$ cat config.mk
export PLATFORM = sky130hd
export DESIGN_NAME = dbkf_ram
export DESIGN_NICKNAME = d
export VERILOG_FILES = /design/src/rtl/dbkf_ram.sv
export SDC_FILE = /design/constraint.sdc
export NUM_CORES = 1
export LEC_CHECK = 0
export BUFFER_PORTS_ARGS = -buffer_cell sky130_fd_sc_hd__buf_2
export CORE_MARGIN = 2
export CORE_UTILIZATION = 55
export CTS_CLUSTER_DIAMETER = 30
export DETAILED_ROUTE_END_ITERATION = 10
export GPL_ROUTABILITY_DRIVEN = 0
export GPL_TIMING_DRIVEN = 0
export PLACE_DENSITY = 0.73
export SYNTH_ARGS = -nofsm -noshare
export SYNTH_HDL_FRONTEND = slang
export SYNTH_SLANG_ARGS = --single-unit
$ cat constraint.sdc
create_clock -name clk_i -period 4.8 [get_ports clk_i]
set_clock_uncertainty 0.2 [all_clocks]
set_input_delay 1.44 -clock clk_i [delete_from_list [all_inputs] [get_ports clk_i]]
set_output_delay 1.44 -clock clk_i [all_outputs]
set_load 0.005 [all_outputs]
$ cat src/rtl/dbkf_ram.sv
// Generic single-write, single-read synchronous RAM with registered read data.
`timescale 1ns / 1ps

module dbkf_ram #(
  parameter int unsigned WIDTH = 8,
  parameter int unsigned DEPTH = 16
) (
  input  logic                     clk_i,
  input  logic                     we_i,
  input  logic [$clog2(DEPTH)-1:0] waddr_i,
  input  logic [WIDTH-1:0]         wdata_i,
  input  logic                     re_i,
  input  logic [$clog2(DEPTH)-1:0] raddr_i,
  output logic [WIDTH-1:0]         rdata_o
);

  logic [WIDTH-1:0] mem_q [DEPTH];
  logic [WIDTH-1:0] rdata_q;

  always_ff @(posedge clk_i) begin
    if (we_i) begin
      mem_q[waddr_i] <= wdata_i;
    end
    if (re_i) begin
      rdata_q <= mem_q[raddr_i];
    end
  end

  assign rdata_o = rdata_q;

endmodule

==> flow_summary.ini <==
[routing]
vias = 2410
drc_errors = 0
vias_per_cell = 5.807
drtIter0Drc = 275
firstDrtPassIters = 4
finalWirelength_mm = 9.497
drt-wirelength-per-cell_um = 22.88
drtAntennaViolNets = 0

[layout]
layout-drive-gt1-share = 0.2972
num-fill-cells = 576
multi_input_area_mm2 = 0.001057
instances_no_fill = 415
layout.area.seq_mm2 = 0.004084
layout_common_cells = edfxtp_1, buf_2, mux4_2
final_nets = 292
antenna_cells = 0
final_common_cell = edfxtp_1
design_area_mm2 = 0.006058
area_delta_synth_final_pct = 15.89

[synthesis]
synthSimpleGateAreaFrac = 0.03135
synth-xor-area-share = 0
avgSynthCellArea_um2 = 22.83
synthesis.area_mm2 = 0.005228
synth.mux.area_fraction = 0.1479
ys_seq_elements = 136
synth_top_family_by_area = multiplexers
synth.distinct_cells = 18
synthAdderAreaFrac = 0
ys_seq_area_frac = 0.7812
syn_nets = 248
synth_warnings = 0
synth-compound-area-share = 0.02298
postSynthCellCount = 229

[clocking]
clkSinkCount = 136
postCtsHoldBufs = 0
cts_resized = 0
cts_tree = built
numCtsBuffers = 17
htree_num_levels = 4
postCtsSetupBuffers = 0
clk_pin_slew_worst_paths_ns = 0.06
cts_buffer_depth = 2
cts_root_buf = clkbuf_8
insertion_delay_ns = 0.51

[global_routing]
grt_pass1_vias = 2377
grt-ovfl-total = 0
antenna_found_initial = 0
grt_first_pass_wirelength_mm = 14.55
grt_max_degree = 17
grt_use_total = 0.2086

[setup_path]
arrival_ns = 3.05
path_max_fanout = 8
ff2ff_setup_slack_ns = 2.99
endpoint_kind = register
crit_type = primary input to register
cp-start-kind = primary input
crit_required_ns = 4.72

[die]
die_h_um = 101.5
fp.coreArea_mm2 = 0.009240
die_w_um = 101.5
num_io_pins = 27
num_rows = 35
start_util = 0.5657
dieArea_mm2 = 0.01030

[power]
powerDensity_mw_per_mm2 = 435.6
ir_drop_mv = 0.2603
power.total_w = 0.002639
power.leakage_nw = 2.008

[place]
place_area_mm2 = 0.005514
dp_hpwl_mm = 5.966
portBuffers = 25
dp_cells = 383

[timing]
slew_headroom = 0.1643
setup_viol = 0
hold_violations = 0
min_period_ns = 3.137
worst_slew_pin_slew_ns = 1.244
rsz0062_at_grt = no
whs_ns = 0.5581
fmax_ghz = 0.3188
drv_slew = 0
post-route-period-util = 0.6535
setup-tns-final_ns = 0

[job]
drv_cap = 0

[outcome]
status = finished clean

[hold_path]
worstHoldPathType = register to register
## path summary, 6_finish.rpt
kind | cells after the start | from | end
setup / recovery | 3 | waddr_i[2] | mem_q[0][7]
hold / removal | 3 | mem_q[11][4] | rdata_o[4]
hold reg to reg | 3 | mem_q[11][4] | rdata_o[4]
setup reg to reg | 3 | mem_q[5][0] | rdata_o[0]
## routing by layer
layer | GRT usage | up-vias | part of all wire
met5 | 0 | - | 0
met4 | 0.06549 | 0 | 0.0086
met3 | 0.05452 | 7 | 0.045
met2 | 0.3006 | 74 | 0.48
met1 | 0.3197 | 1256 | 0.47
li1 | - | 1073 | -
## area by class of cell
class,instances,area share
sequential,136,0.6741
multi-input combinational,83,0.1745
clock buffer,17,0.06836
tap,129,0.02664
clock inverter,15,0.02148
timing repair buffer,25,0.02065
buffer,10,0.01425
## registers in the layout, indices dropped and copies added, names as in the netlist
register  count
rdata_o       8
mem_q       128
## cell families after synthesis
kind of cell,count (synthesis)
muxes,32
and+or+nand+nor,35
DFF,136
AOI/OAI and AO/OA,16
buffers and inverters,10
## worst max-delay path: stages
cell,delay [ns]
buf_2,0.11
or3b_2,0.53
nor3_1,0.97
## power breakdown
group	switching, W	internal (W)	leakage, nW
Sequential	0.00000578	0.00134	1.24
Combinational	0.0000709	0.0000514	0.518
Clock	0.000487	0.000685	0.254
## cells in the mapped netlist (all sizes together)
| cell | instances | area share |
|---|---|---|
| or3b | 1 | 0.0017 |
| buf | 7 | 0.011 |
| and2 | 1 | 0.0012 |
| edfxtp | 136 | 0.78 |
| mux4 | 32 | 0.15 |
| and2b | 1 | 0.0014 |
| nand2 | 9 | 0.0065 |
| nand3b | 2 | 0.0029 |
| nand3 | 1 | 0.00096 |
| nor2 | 13 | 0.0093 |
| nand2b | 2 | 0.0024 |
| nor2b | 1 | 0.0012 |
| a22oi | 16 | 0.023 |
| clkdlybuf4s25 | 3 | 0.0057 |
| nor3 | 4 | 0.0038 |
## stage by stage
step	worst slack, ns	util
6_report	1.663	0.6557
5_1_grt	1.532	0.6557
4_1_cts	1.656	0.6557
3_5_place_dp	1.139	0.5968
3_3_place_gp	1.091	0.5968
2_1_floorplan	1.667	-
No activity file was read; power rests on OpenSTA's default activity.
